**src/hw/rtl/zbu_pkg.sv**
```systemverilog
package zbu_pkg;

  localparam int unsigned DEF_HEADER_BYTES = 4;
  localparam int unsigned DEF_GROUP_BYTES  = 8;

  // Original length and output position are kept to 32 bits
  localparam int unsigned LEN_W  = 32;
  localparam int unsigned BYTE_W = 8;

  typedef struct packed {
    logic clear;    // new stream: length and position back to zero
    logic shift;    // header byte: shift into length
    logic advance;  // one byte emitted
  } len_ctl_t;

  typedef struct packed {
    logic fin;       // current position is the last of the original length
    logic len_zero;  // length after this header byte would be zero
  } len_stat_t;

endpackage

```
**src/hw/rtl/zbu_len_unit.sv**
```systemverilog
module zbu_len_unit (
  input  logic                        clk_i,
  input  logic                        rst_ni,
  input  zbu_pkg::len_ctl_t           ctl_i,
  input  logic [zbu_pkg::BYTE_W-1:0]  byte_i,
  output zbu_pkg::len_stat_t          stat_o
);

  logic [zbu_pkg::LEN_W-1:0] len_q, len_d;
  logic [zbu_pkg::LEN_W-1:0] pos_q, pos_d;
  logic [zbu_pkg::LEN_W-1:0] len_base;
  logic [zbu_pkg::LEN_W-1:0] len_shift;

  always_comb begin
    len_base  = ctl_i.clear ? '0 : len_q;
    // Only the low bits survive a header longer than the length register
    len_shift = {len_base[zbu_pkg::LEN_W-zbu_pkg::BYTE_W-1:0], byte_i};

    len_d = len_q;
    if (ctl_i.clear) begin
      len_d = '0;
    end
    if (ctl_i.shift) begin
      len_d = len_shift;
    end

    pos_d = pos_q;
    if (ctl_i.clear) begin
      pos_d = '0;
    end else if (ctl_i.advance) begin
      pos_d = pos_q + zbu_pkg::LEN_W'(1);
    end

    stat_o.fin      = (pos_q + zbu_pkg::LEN_W'(1)) == len_q;
    stat_o.len_zero = len_shift == '0;
  end

  always_ff @(posedge clk_i or negedge rst_ni) begin
    if (!rst_ni) begin
      len_q <= '0;
      pos_q <= '0;
    end else begin
      len_q <= len_d;
      pos_q <= pos_d;
    end
  end

endmodule

```
**src/hw/rtl/zero_bitmask_unpacker.sv**
```systemverilog
// Header bytes: no results.
// Tag or literal item with n results: accepted, then one result per cycle from the
// shared emit step while the output is not stalled; acceptance moves it to the emit
// state, from which each result is registered, and input waits for its last result.
// Items without results (header, all-literal lead, excess) never hold off the input.
// Reset (async, active low) returns to the header phase with length and position zero.
module zero_bitmask_unpacker #(
  parameter int unsigned HEADER_BYTES = zbu_pkg::DEF_HEADER_BYTES,
  parameter int unsigned GROUP_BYTES  = zbu_pkg::DEF_GROUP_BYTES
) (
  input  logic       clk_i,
  input  logic       rst_ni,
  input  logic       s_axis_tvalid_i,
  output logic       s_axis_tready_o,
  input  logic [7:0] s_axis_tdata_i,   // [7:0] in_byte
  input  logic       s_axis_tuser_i,   // [0] stream_start
  output logic       m_axis_tvalid_o,
  input  logic       m_axis_tready_i,
  output logic [7:0] m_axis_tdata_o,   // [7:0] out_byte
  output logic       m_axis_tuser_o,   // [0] out_final
  output logic       m_axis_tlast_o    // run_last
);

  localparam int unsigned HC_W = (HEADER_BYTES > 1) ? $clog2(HEADER_BYTES) : 1;
  localparam int unsigned BI_W = $clog2(GROUP_BYTES + 1);

  typedef enum logic [1:0] {PH_HEADER, PH_TAG, PH_LITERAL, PH_DONE} phase_e;
  typedef enum logic {ST_IDLE, ST_EMIT} state_e;

  state_e                     state_q, state_d;
  phase_e                     phase_q, phase_d;
  phase_e                     ph_eff;
  logic [HC_W-1:0]            hc_q, hc_d, hc_eff;
  logic [GROUP_BYTES-1:0]     mask_q, mask_d, mask_sh;
  logic [BI_W-1:0]            bi_q, bi_d, bi_nxt;
  logic                       lit_q, lit_d;
  logic [zbu_pkg::BYTE_W-1:0] byte_q, byte_d;
  logic                       m_valid_q, m_valid_d;
  logic [zbu_pkg::BYTE_W-1:0] m_data_q, m_data_d;
  logic                       m_final_q, m_final_d;
  logic                       m_last_q, m_last_d;
  logic                       acc, step, run_end, grp_end;
  zbu_pkg::len_ctl_t          len_ctl;
  zbu_pkg::len_stat_t         len_stat;

  zbu_len_unit u_len (
    .clk_i  (clk_i),
    .rst_ni (rst_ni),
    .ctl_i  (len_ctl),
    .byte_i (s_axis_tdata_i),
    .stat_o (len_stat)
  );

  always_comb begin
    acc    = s_axis_tvalid_i && (state_q == ST_IDLE);
    ph_eff = s_axis_tuser_i ? PH_HEADER : phase_q;
    hc_eff = s_axis_tuser_i ? '0 : hc_q;
    step   = (state_q == ST_EMIT) && (!m_valid_q || m_axis_tready_i);

    bi_nxt  = bi_q + BI_W'(1);
    mask_sh = GROUP_BYTES'(mask_q >> bi_nxt);
    grp_end = bi_nxt == BI_W'(GROUP_BYTES);
    // Run stops at the final byte, the group's end or the next literal slot
    run_end = len_stat.fin || grp_end || mask_sh[0];

    len_ctl.clear   = acc && s_axis_tuser_i;
    len_ctl.shift   = acc && (ph_eff == PH_HEADER);
    len_ctl.advance = step;

    state_d   = state_q;
    phase_d   = phase_q;
    hc_d      = hc_q;
    mask_d    = mask_q;
    bi_d      = bi_q;
    lit_d     = lit_q;
    byte_d    = byte_q;
    m_valid_d = m_valid_q;
    m_data_d  = m_data_q;
    m_final_d = m_final_q;
    m_last_d  = m_last_q;

    if (m_valid_q && m_axis_tready_i) begin
      m_valid_d = 1'b0;
    end

    if (acc) begin
      phase_d = ph_eff;
      hc_d    = hc_eff;
      if (s_axis_tuser_i) begin
        mask_d = '0;
        bi_d   = '0;
      end
      unique case (ph_eff)
        PH_HEADER: begin
          if (hc_eff == HC_W'(HEADER_BYTES - 1)) begin
            hc_d    = '0;
            phase_d = len_stat.len_zero ? PH_DONE : PH_TAG;
          end else begin
            hc_d = hc_eff + HC_W'(1);
          end
        end
        PH_TAG: begin
          mask_d = s_axis_tdata_i[GROUP_BYTES-1:0];
          bi_d   = '0;
          if (s_axis_tdata_i[0]) begin
            phase_d = PH_LITERAL;
          end else begin
            lit_d   = 1'b0;
            state_d = ST_EMIT;
          end
        end
        PH_LITERAL: begin
          lit_d   = 1'b1;
          byte_d  = s_axis_tdata_i;
          state_d = ST_EMIT;
        end
        default: begin
          phase_d = ph_eff;
        end
      endcase
    end

    if (step) begin
      m_valid_d = 1'b1;
      m_data_d  = lit_q ? byte_q : '0;
      m_final_d = len_stat.fin;
      m_last_d  = run_end;
      bi_d      = bi_nxt;
      lit_d     = 1'b0;
      if (run_end) begin
        state_d = ST_IDLE;
        if (len_stat.fin) begin
          phase_d = PH_DONE;
        end else if (grp_end) begin
          phase_d = PH_TAG;
        end else begin
          phase_d = PH_LITERAL;
        end
      end
    end
  end

  always_ff @(posedge clk_i or negedge rst_ni) begin
    if (!rst_ni) begin
      state_q   <= ST_IDLE;
      phase_q   <= PH_HEADER;
      hc_q      <= '0;
      mask_q    <= '0;
      bi_q      <= '0;
      lit_q     <= 1'b0;
      byte_q    <= '0;
      m_valid_q <= 1'b0;
      m_data_q  <= '0;
      m_final_q <= 1'b0;
      m_last_q  <= 1'b0;
    end else begin
      state_q   <= state_d;
      phase_q   <= phase_d;
      hc_q      <= hc_d;
      mask_q    <= mask_d;
      bi_q      <= bi_d;
      lit_q     <= lit_d;
      byte_q    <= byte_d;
      m_valid_q <= m_valid_d;
      m_data_q  <= m_data_d;
      m_final_q <= m_final_d;
      m_last_q  <= m_last_d;
    end
  end

  assign s_axis_tready_o = state_q == ST_IDLE;
  assign m_axis_tvalid_o = m_valid_q;
  assign m_axis_tdata_o  = m_data_q;
  assign m_axis_tuser_o  = m_final_q;
  assign m_axis_tlast_o  = m_last_q;

endmodule

```
**config.mk**
```make
export PLATFORM = sky130hd
export DESIGN_NAME = zero_bitmask_unpacker
export DESIGN_NICKNAME = d
export VERILOG_FILES = /design/src/hw/rtl/zbu_pkg.sv /design/src/hw/rtl/zbu_len_unit.sv /design/src/hw/rtl/zero_bitmask_unpacker.sv
export SDC_FILE = /design/constraint.sdc
export NUM_CORES = 1
export LEC_CHECK = 0
export ABC_AREA = 1
export BUFFER_PORTS_ARGS = -buffer_cell sky130_fd_sc_hd__buf_2
export CELL_PAD_IN_SITES_DETAIL_PLACEMENT = 1
export CELL_PAD_IN_SITES_GLOBAL_PLACEMENT = 2
export CORE_MARGIN = 3
export CORE_UTILIZATION = 36
export DETAILED_ROUTE_END_ITERATION = 12
export PLACE_DENSITY = 0.86
export SYNTH_ARGS = -nofsm -noshare
export SYNTH_HDL_FRONTEND = slang
export SYNTH_SLANG_ARGS = --single-unit
```
**constraint.sdc**
```tcl
create_clock -name clk_i -period 2.2 [get_ports clk_i]
set_input_delay 0.44 -clock clk_i [delete_from_list [all_inputs] [get_ports clk_i]]
set_output_delay 0.44 -clock clk_i [all_outputs]
set_load 0.01 [all_outputs]
```
==> flow_metrics.env, run 1 <==
export IMPL_hold_viol=0
export IMPL_synthCells=800
export IMPL_synth_seq_area_share_pct=43.6
export IMPL_clkSinkCount=101
export IMPL_route_vias_total=5803
export IMPL_nets_final=914
export IMPL_cts_hold_buf=0
export IMPL_fp_dieW_um=133
export IMPL_tightestPinTransition_ns=0.483
export IMPL_die_area_um2=17700
export IMPL_drt_first_pass_iters=5
export IMPL_clock_fmax_mhz=428
export IMPL_maximum_number_of_pins_on_one_net_before_global_route_repair=48
export IMPL_power_leakage_nw=3.60
export IMPL_netlist_area_leader_share_pct=43.6
export IMPL_mostFrequentLayoutCell="sky130_fd_sc_hd__nand2_1"
export IMPL_postSynthNetCount=819
export IMPL_area_growth_synth_to_final_pct=27.2
export IMPL_critPathLaunchType="flop"
export IMPL_numPlacedInstances=1077
export IMPL_grt_pass1_vias=6052
export IMPL_globalRouteOverflowTotal=0
export IMPL_clock_tree_from_tritoncts="built"
export IMPL_synth_ff_latch_count=101
export IMPL_layoutNonFillerInstCount=1111
export IMPL_max_stage_delay_ns=0.37
export IMPL_clkTransAtPathRegs_ns=0.08
export IMPL_route_detailed_vias_per_inst=5.22
export IMPL_final_min_clock_period_ns=2.34
export IMPL_ctsLongestPathBuffers=2
export IMPL_hp_class="input pin to asynchronous set/reset pin"
export IMPL_finalWirelength_mm=20.5
export IMPL_cp_cell_sequence="buf_4, nand2_4, nor2_4, buf_6, nand4_1, nand2_2, buf_4, nor2_1, nor2_1, nand2_1, nor2_1, nand2_1, nor2_2, nand3_4, and2_4, nand2_1"
export IMPL_synthTopCellsByArea="sky130_fd_sc_hd__dfrtp_1, sky130_fd_sc_hd__nand2_1, sky130_fd_sc_hd__inv_1"
export IMPL_io_pins=25
export IMPL_port_buffer_count=24
export IMPL_dpl_hpwl_mm=15.4
export IMPL_htreeDepth=3
export IMPL_cpMaxStageDelayCell="sky130_fd_sc_hd__dfrtp_1"
export IMPL_dominant_register_cell_in_the_synthesized_netlist="sky130_fd_sc_hd__dfrtp_1"
export IMPL_antennaDiodeCount=0
export IMPL_clock_latency_ns=0.36
export IMPL_place_congestion=0.884
export IMPL_global_route_usage_total_pct=23.4
export IMPL_timing_max_transition_violations_final=0
export IMPL_avgSynthCellArea_um2=7.24
export IMPL_drive_above_1_share_pct=23.3
export IMPL_kind_of_cell_adding_the_most_delay_to_the_critical_path="simple AND/OR/NAND/NOR gates"
export IMPL_clk_root_buffer_cell="sky130_fd_sc_hd__clkbuf_16"
export IMPL_remaining_drc_errors=0
export IMPL_yosys_area_top_type="sky130_fd_sc_hd__dfrtp_1"
export IMPL_worst_ir_drop_vdd_v=0.000468
export IMPL_cts_made_buffers=9
export IMPL_final_setup_viol_count=4
export IMPL_timing_clock_skew_ns=0.00827
export IMPL_status="finished with violations"
export IMPL_post_synth_num_cell_types=29
export IMPL_synth_edff_count=0
export IMPL_timing_critical_path_required_ns=2.49
export IMPL_placement_rows=45
export IMPL_cp_max_fo=5
export IMPL_grt_first_pass_wirelength_mm=32.4
export IMPL_worstPathArrival_ns=2.63
export IMPL_worst_hold_slack_ns=0.0336
export IMPL_cap_violations=0
export IMPL_final_cycle_utilization_of_the_critical_path_pct=106
export IMPL_worstSetupPathType="flop to flop"
export IMPL_slew_headroom_pct=67.8
export IMPL_failed_checks="setup timing"
export IMPL_async_reset_ff_share_pct=100
export IMPL_detailedRoute_firstIterationViolations=264
export IMPL_endpoint_kind="flop"
export IMPL_ant_nets=0
export IMPL_grt_setup_unrepaired="yes"
export IMPL_setup_slack_ns=-0.137
export IMPL_fillCellCount=1962
export IMPL_crit_path_buf_inv_count=3
export IMPL_number_of_antenna_violations_at_the_first_check_in_global_routing=0
export IMPL_post_synth_instance_area_um2=5800
export IMPL_fp_dieH_um=133
export IMPL_core_area_um2=15500
export IMPL_route_detailed_wl_per_inst_um=18.5
export IMPL_synth_warning_count=0
export IMPL_layout_cells_most_common_list="sky130_fd_sc_hd__nand2_1, sky130_fd_sc_hd__dfrtp_1, sky130_fd_sc_hd__inv_1"
export IMPL_power_density_relative_to_cell_area_nw_per_um2=1000
export IMPL_initial_core_util_pct=37.4
## metrics by stage
| stage | cell area, µm² | power (mW) | util (%) | setup slack (ns) | setup TNS [ns] |
|---|---|---|---|---|---|
| detailed placement | 6650 | 5.58 | 42.9 | -0.153 | -0.367 |
| finish | 7370 | 7.41 | 47.6 | -0.137 | -0.390 |
| global placement | 6650 | 5.46 | 42.9 | -0.106 | -0.197 |
| global route | 7370 | 7.92 | 47.6 | -0.264 | -1.01 |
| CTS | 7060 | 7.32 | 45.6 | -0.0639 | -0.0881 |
| floorplan | 5800 | 4.43 | - | 0.235 | 0 |
## flip-flops by register name (all words and copies together) (netlist names)
signal	cells
u_len.len_q	32
u_len.pos_q	32
byte_q	8
m_axis_tdata_o	8
mask_q	8
bi_q	4
hc_q	2
phase_q	2
lit_q	1
m_axis_tlast_o	1
m_axis_tuser_o	1
m_axis_tvalid_o	1
state_q	1
## report_power, final
part	total (mW)	switching, mW	leakage, nW	internal (mW)
combinational	2.85	1.80	2.11	1.05
clock	1.69	0.865	0.150	0.822
sequential	2.87	0.485	1.35	2.38
## worst reg2reg max path: cells and delay by family, from the launching register on
| kind | cells | cell delay (ns) |
|---|---|---|
| DFF | 1 | 0.37 |
| and+or+nand+nor | 13 | 1.51 |
| buffers and inverters | 3 | 0.39 |
## routing by layer
metal  routed length [µm]  global-route usage, %  vias up
met4                  758                   9.70        0
li1                     -                      -     2776
met2                10200                   40.7      117
met3                  806                   2.78       47
met5                    0                      0        -
met1                 8710                   29.4     2863
## final cells by class
class                   count  area, µm²  share of cell area [%]
multi-input cells         575       3040                    41.3
flip-flops and latches    101       2530                    34.3
inverters                 102        390                    5.30
clock inverters             7       81.3                    1.10
well taps                 211        264                    3.58
clock buffers               9        225                    3.05
repair buffers            106        841                    11.4
## cell usage after synthesis (all sizes together), types with 3 or more instances
cell    instances
nand3b          9
dfrtp         101
nor2           88
nand3          75
o21ai          57
xnor2           5
buf             7
ha              6
nand4          11
nand2         257
xor2            4
nor4            3
inv           102
clkbuf         15
a21oi          17
o22ai          35
## final timing paths
kind                            cells after the start  slack, ns                end               from
min in group clk_i                                  4       0.33    m_axis_tvalid_o    m_axis_tready_i
worst max-delay path                               16      -0.14         phase_q[1]     u_len.pos_q[6]
worst min-delay path                                1       0.03    u_len.pos_q[19]             rst_ni
worst min register to register                      2       0.48  m_axis_tdata_o[7]  m_axis_tdata_o[7]
max in group asynchronous                           2       1.57    u_len.len_q[28]             rst_ni
worst max register to register                     16      -0.14         phase_q[1]     u_len.pos_q[6]
## repair_timing
action / in CTS / in global routing
pin swaps: 14 / 22
gates resized for setup: 17 / 57
setup buffers: 6 / 13
setup endpoints to repair: 5 / 5
## cells by family after synthesis
group	Yosys count	share of synthesized area [%]
flip-flops	101	43.6
adder cells (fa/ha/maj)	6	1.30
AO/OA/AOI/OAI	112	10.5
buffers and inverters	124	8.03
AND/OR/NAND/NOR	447	34.8
XOR/XNOR	10	1.75
Power figures use the tool's default switching activity.
==> run 2, diff against run 1 <==
Settings changed: BUFFER_PORTS_ARGS -buffer_cell sky130_fd_sc_hd__buf_2 to default, CORE_UTILIZATION 36 to 37, DONT_BUFFER_PORTS from default to 1, PLACE_DENSITY 0.86 to 0.85.
Clock period 2.2 ns to 2.3 ns, I/O delays scaled along.
==> flow_metrics.env, run 2 (same netlist as run 1, synthesis figures left out) <==
export IMPL_grt_first_pass_wirelength_mm=30.0
export IMPL_io_pins=25
export IMPL_p_sw_mw=2.85
export IMPL_route_detailed_wl_per_inst_um=18.1
export IMPL_area_growth_synth_to_final_pct=15.7
export IMPL_htreeDepth=3
export IMPL_internal_power_mw=4.08
export IMPL_power_density_relative_to_cell_area_nw_per_um2=1030
export IMPL_ant_nets=0
export IMPL_gr_usage_met2_pct=38.9
export IMPL_numPlacedInstances=1004
export IMPL_clkSinkCount=101
export IMPL_worst_hold_slack_ns=-0.203
export IMPL_drive_above_1_share_pct=14.0
export IMPL_critical_path_startpoint="u_len.pos_q[1]"
export IMPL_seq_power_share_pct=40.6
export IMPL_worstSetupPathType="flop to flop"
export IMPL_p_comb_share_pct=35.3
export IMPL_nets_final=837
export IMPL_layoutNonFillerInstCount=1034
export IMPL_status="finished with violations"
export IMPL_ctsLongestPathBuffers=2
export IMPL_critPathLaunchType="flop"
export IMPL_initial_core_util_pct=38.0
export IMPL_final_min_clock_period_ns=2.22
export IMPL_maximum_number_of_pins_on_one_net_before_global_route_repair=102
export IMPL_detailedRoute_firstIterationViolations=311
export IMPL_sw_share_pct=41.1
export IMPL_slew_headroom_pct=65.8
export IMPL_endpoint_kind="flop"
export IMPL_remaining_drc_errors=0
export IMPL_layout_top_registers="u_len.len_q x32, u_len.pos_q x32"
export IMPL_grt_met1_usage_pct=26.8
export IMPL_worst_ir_drop_vdd_v=0.000552
export IMPL_failed_checks="hold timing"
export IMPL_hold_viol=101
export IMPL_timing_max_transition_violations_final=0
export IMPL_grt_setup_unrepaired="yes"
export IMPL_final_cycle_utilization_of_the_critical_path_pct=96.5
export IMPL_core_area_um2=15300
export IMPL_number_of_antenna_violations_at_the_first_check_in_global_routing=0
export IMPL_placement_rows=45
export IMPL_route_vias_total=5385
export IMPL_timing_reg2reg_setup_slack_ns=0.08
export IMPL_clock_latency_ns=0.36
export IMPL_clkPwrFrac_pct=24.2
export IMPL_timing_clock_skew_ns=0.00516
export IMPL_antennaDiodeCount=0
export IMPL_clock_tree_from_tritoncts="built"
export IMPL_layout_cells_most_common_list="sky130_fd_sc_hd__nand2_1, sky130_fd_sc_hd__inv_1, sky130_fd_sc_hd__dfrtp_1"
export IMPL_mostFrequentLayoutCell="sky130_fd_sc_hd__nand2_1"
export IMPL_dpl_hpwl_mm=14.0
export IMPL_drt_first_pass_iters=4
export IMPL_fp_dieH_um=131
export IMPL_fp_dieW_um=131
export IMPL_worstPathArrival_ns=2.51
export IMPL_cts_made_buffers=9
export IMPL_busiest_layer="met2"
export IMPL_port_buffer_count=0
export IMPL_power_leakage_nw=3.16
export IMPL_grt_pass1_vias=5657
export IMPL_globalRouteMet3Util_pct=4.36
export IMPL_critical_path_reg2reg_startpoint="u_len.pos_q[1]"
export IMPL_hp_class="input pin to asynchronous set/reset pin"
export IMPL_timing_critical_path_required_ns=2.60
export IMPL_finalWirelength_mm=18.7
export IMPL_route_detailed_vias_per_inst=5.21
export IMPL_clock_fmax_mhz=451
export IMPL_place_congestion=0.895
export IMPL_clk_root_buffer_cell="sky130_fd_sc_hd__clkbuf_16"
export IMPL_global_route_usage_total_pct=21.8
export IMPL_die_area_um2=17200
export IMPL_final_setup_viol_count=0
export IMPL_r2r_worst_path_cells=16
export IMPL_power_mw=6.94
export IMPL_crit_path_end="m_axis_tuser_o"
export IMPL_cp_max_fo=6
export IMPL_clkTransAtPathRegs_ns=0.08
export IMPL_tightestPinTransition_ns=0.508
export IMPL_globalRouteOverflowTotal=0
export IMPL_worstReg2RegEnd="m_axis_tuser_o"
export IMPL_cap_violations=0
==> run 2: worst max-delay path: stages, from the launching register on <==
cell and delay (ns):
sky130_fd_sc_hd__dfrtp_1 0.42, sky130_fd_sc_hd__buf_6 0.12, sky130_fd_sc_hd__inv_2 0.04, sky130_fd_sc_hd__nor2_4 0.20, sky130_fd_sc_hd__nand2_8 0.15, sky130_fd_sc_hd__nand2_4 0.09
sky130_fd_sc_hd__nand2_1 0.07, sky130_fd_sc_hd__nand2_1 0.06, sky130_fd_sc_hd__nand2_1 0.08, sky130_fd_sc_hd__nor2_2 0.16, sky130_fd_sc_hd__nand2_2 0.10, sky130_fd_sc_hd__nor2_1 0.13
sky130_fd_sc_hd__nand2_1 0.10, sky130_fd_sc_hd__nor2_4 0.13, sky130_fd_sc_hd__nand3_4 0.10, sky130_fd_sc_hd__buf_4 0.15, sky130_fd_sc_hd__nand2_1 0.05
==> run 2: how the worst min path moves through the flow <==
| stage | end | slack (ns) | cells after the start |
|---|---|---|---|
| finish | u_len.pos_q[17] | -0.20 | 0 |
| global route | u_len.pos_q[29] | -0.22 | 0 |
| CTS | u_len.pos_q[18] | -0.22 | 0 |
| detailed placement | u_len.pos_q[19] | 0.17 | 0 |
| global placement | u_len.pos_q[25] | 0.17 | 0 |
| floorplan | bi_q[0] | 0.16 | 0 |
==> run 2: per-layer routing <==
layer	vias to the layer above	part of all wire, %
met2	71	51
met4	0	2.2
met1	2665	43
li1	2627	-
met3	22	3.8
met5	-	0
==> run 2: per-stage QoR <==
stage          setup slack (ns)  cell area [µm²]  utilization [%]  hold slack, ns  TNS [ns]
2_1_floorplan             0.335             5800                -           0.164         0
3_3_place_gp             0.0105             6120             40.1           0.168         0
3_5_place_dp            -0.0743             6120             40.1           0.169    -0.118
4_1_cts                0.000262             6480             42.5          -0.218         0
5_1_grt                  -0.126             6710             43.9          -0.225    -0.364
6_report                 0.0814             6710             43.9          -0.203         0
==> run 2: layout make-up <==
cell class / instances / area (µm²)
Inverter: 102 / 388
Fill cell: 1900 / 8550
Clock buffer: 9 / 225
Clock inverter: 7 / 98.8
Sequential cell: 101 / 2530
Multi-Input combinational cell: 575 / 2940
Timing Repair Buffer: 29 / 250
Tap cell: 211 / 264
==> run 2: power groups by stage <==
stage | Clock [mW] | Combinational (mW) | Sequential (mW)
3_3_place_gp | 0 | 2.25 | 2.81
2_1_floorplan | 0 | 1.62 | 2.61
6_report | 1.68 | 2.45 | 2.81
4_1_cts | 1.73 | 2.37 | 2.81
5_1_grt | 1.79 | 2.78 | 2.88
3_5_place_dp | 0 | 2.31 | 2.83
==> run 2: timing repair <==
action                                 4_1_cts  5_1_grt
endpoints found under the hold margin      101      101
resized for setup                            5       43
pin swaps                                    4       24
setup endpoints to repair                    2        5
buffers inserted                             2       12
==> run 3, diff against run 2 <==
Settings changed: CELL_PAD_IN_SITES_DETAIL_PLACEMENT 1 to default, CELL_PAD_IN_SITES_GLOBAL_PLACEMENT 2 to default, CORE_UTILIZATION 37 to 55, PLACE_DENSITY 0.85 to 0.76.
==> flow_metrics.env, run 3 (same netlist as run 1, synthesis figures left out) <==
export IMPL_status="finished with violations"
export IMPL_failed_checks="hold timing"
export IMPL_io_pins=25
export IMPL_area_growth_synth_to_final_pct=9.48
export IMPL_cp_max_fo=5
export IMPL_ctsLongestPathBuffers=2
export IMPL_worstReg2RegEnd="phase_q[1]"
export IMPL_maximum_number_of_pins_on_one_net_before_global_route_repair=102
export IMPL_tightestPinTransition_ns=0.424
export IMPL_finish_instance_area_um2=6340
export IMPL_antennaDiodeCount=0
export IMPL_timing_critical_path_required_ns=2.62
export IMPL_clock_tree_from_tritoncts="built"
export IMPL_final_cycle_utilization_of_the_critical_path_pct=97.8
export IMPL_htreeDepth=3
export IMPL_p_comb_share_pct=37.2
export IMPL_remaining_drc_errors=0
export IMPL_fillCellCount=898
export IMPL_route_detailed_wl_per_inst_um=16.8
export IMPL_final_seq_area_um2=2530
export IMPL_power_leakage_nw=3.10
export IMPL_clkTransAtPathRegs_ns=0.10
export IMPL_number_of_antenna_violations_at_the_first_check_in_global_routing=0
export IMPL_worstPathArrival_ns=2.57
export IMPL_sw_share_pct=42.5
export IMPL_drive_above_1_share_pct=10.2
export IMPL_worstSetupPathType="flop to flop"
export IMPL_core_area_um2=10000
export IMPL_seq_power_share_pct=45.3
export IMPL_ant_nets=0
export IMPL_hold_viol=101
export IMPL_placement_rows=36
export IMPL_mostFrequentLayoutCell="sky130_fd_sc_hd__nand2_1"
export IMPL_worst_hold_slack_ns=-0.243
export IMPL_final_setup_viol_count=0
export IMPL_clock_latency_ns=0.38
export IMPL_clk_root_buffer_cell="sky130_fd_sc_hd__clkbuf_8"
export IMPL_detailedRoute_firstIterationViolations=475
export IMPL_worst_ir_drop_vdd_v=0.000704
export IMPL_timing_clock_skew_ns=0.0106
export IMPL_r2r_worst_path_cells=14
export IMPL_die_area_um2=11800
export IMPL_layout_cells_most_common_list="sky130_fd_sc_hd__nand2_1, sky130_fd_sc_hd__dfrtp_1, sky130_fd_sc_hd__inv_1"
export IMPL_multi_input_area_um2=2840
export IMPL_dpl_hpwl_mm=12.0
export IMPL_clkPwrFrac_pct=17.5
export IMPL_layout_top_registers="u_len.len_q x32, u_len.pos_q x32"
export IMPL_hp_class="input pin to asynchronous set/reset pin"
export IMPL_cap_violations=0
export IMPL_slew_headroom_pct=71.7
export IMPL_finalWirelength_mm=16.0
export IMPL_grt_pass1_vias=5159
export IMPL_numPlacedInstances=934
export IMPL_fp_dieW_um=109
export IMPL_layoutNonFillerInstCount=956
export IMPL_place_congestion=0.981
export IMPL_drt_first_pass_iters=5
export IMPL_final_standard_cell_utilization_of_the_core_pct=63.5
export IMPL_fp_dieH_um=109
export IMPL_critPathLaunchType="flop"
export IMPL_route_vias_total=5352
export IMPL_nets_final=837
export IMPL_clock_fmax_mhz=445
export IMPL_endpoint_kind="flop"
export IMPL_timing_max_transition_violations_final=0
export IMPL_final_min_clock_period_ns=2.25
export IMPL_internal_power_mw=3.53
export IMPL_route_detailed_vias_per_inst=5.60
export IMPL_clkSinkCount=101
export IMPL_initial_core_util_pct=58.0
export IMPL_global_route_usage_total_pct=28.9
export IMPL_p_sw_mw=2.61
export IMPL_grt_first_pass_wirelength_mm=25.9
export IMPL_cts_made_buffers=9
export IMPL_placed_area_um2=6080
export IMPL_timing_reg2reg_setup_slack_ns=0.05
export IMPL_power_density_relative_to_cell_area_nw_per_um2=967
export IMPL_critical_path_reg2reg_startpoint="u_len.pos_q[0]"
export IMPL_globalRouteOverflowTotal=0
export IMPL_port_buffer_count=0
export IMPL_grt_setup_unrepaired="yes"
-- run 3: cell count changes in the layout (fill, tap and decap cells not counted), sizes merged --
cell	delta
clkbuf	+2
inv	-2
bufinv	-1
clkinv	+1
-- run 3: layer usage --
metal,track usage (%),part of all wire [%],up-vias
met5,0,0,-
met4,12.6,3.7,0
met3,6.39,6.3,40
met2,45.8,47,170
met1,38.2,43,2514
li1,-,-,2628
-- run 3: timing repair --
item / in CTS / in global routing
hold endpoints to repair: 101 / 101
gates resized for setup: 0 / 9
setup endpoints to repair: 0 / 5
setup buffers: 0 / 6
-- run 3: cell type report --
cell class              instances  area share [%]
well taps                     133            2.62
clock inverters                 5           0.710
repair buffers                 29            4.02
multi-input cells             575            44.7
flip-flops and latches        101            39.8
clock buffers                  11            2.07
inverters                     102            6.03
-- run 3: worst max-delay path, cell delays in order (launching register included) --
cell and delay [ns]:
sky130_fd_sc_hd__dfrtp_1 0.39, sky130_fd_sc_hd__ha_2 0.24, sky130_fd_sc_hd__nand2_4 0.09, sky130_fd_sc_hd__nor2_8 0.18, sky130_fd_sc_hd__nand2_4 0.10, sky130_fd_sc_hd__buf_12 0.14
sky130_fd_sc_hd__o21ai_0 0.13, sky130_fd_sc_hd__nand2_1 0.12, sky130_fd_sc_hd__xnor2_1 0.14, sky130_fd_sc_hd__nor2_1 0.10, sky130_fd_sc_hd__nand2_1 0.08, sky130_fd_sc_hd__nor2_2 0.16
sky130_fd_sc_hd__nand3_4 0.12, sky130_fd_sc_hd__and2_4 0.16, sky130_fd_sc_hd__nand2_2 0.04
-- run 3: how the worst max path moves through the flow --
stage | startpoint | to | slack (ns) | cells past startpoint
after floorplan | u_len.pos_q[0] | phase_q[1] | 0.34 | 16
after CTS | u_len.pos_q[15] | phase_q[1] | 0.02 | 16
final | u_len.pos_q[0] | phase_q[1] | 0.05 | 14
after detailed placement | u_len.pos_q[0] | phase_q[1] | 0.04 | 16
after global routing | u_len.pos_q[1] | phase_q[1] | -0.1 | 16
after global placement | u_len.pos_q[15] | phase_q[1] | 0.06 | 16
-- run 3: power by group through the flow --
stage | Clock, mW | Combinational [mW] | Sequential [mW]
3_3_place_gp | 0 | 2.18 | 2.79
5_1_grt | 1.17 | 2.58 | 2.82
3_5_place_dp | 0 | 2.22 | 2.79
6_report | 1.07 | 2.28 | 2.78
2_1_floorplan | 0 | 1.62 | 2.61
4_1_cts | 1.09 | 2.23 | 2.76
-- run 3: stage by stage --
stage               hold slack [ns]  power, mW  setup TNS (ns)  setup slack (ns)
floorplan                     0.164       4.24               0             0.335
global placement              0.168       4.97               0            0.0625
detailed placement            0.168       5.01               0            0.0407
CTS                          -0.255       6.08               0            0.0182
global route                 -0.266       6.56          -0.194           -0.0967
finish                       -0.243       6.14               0            0.0504
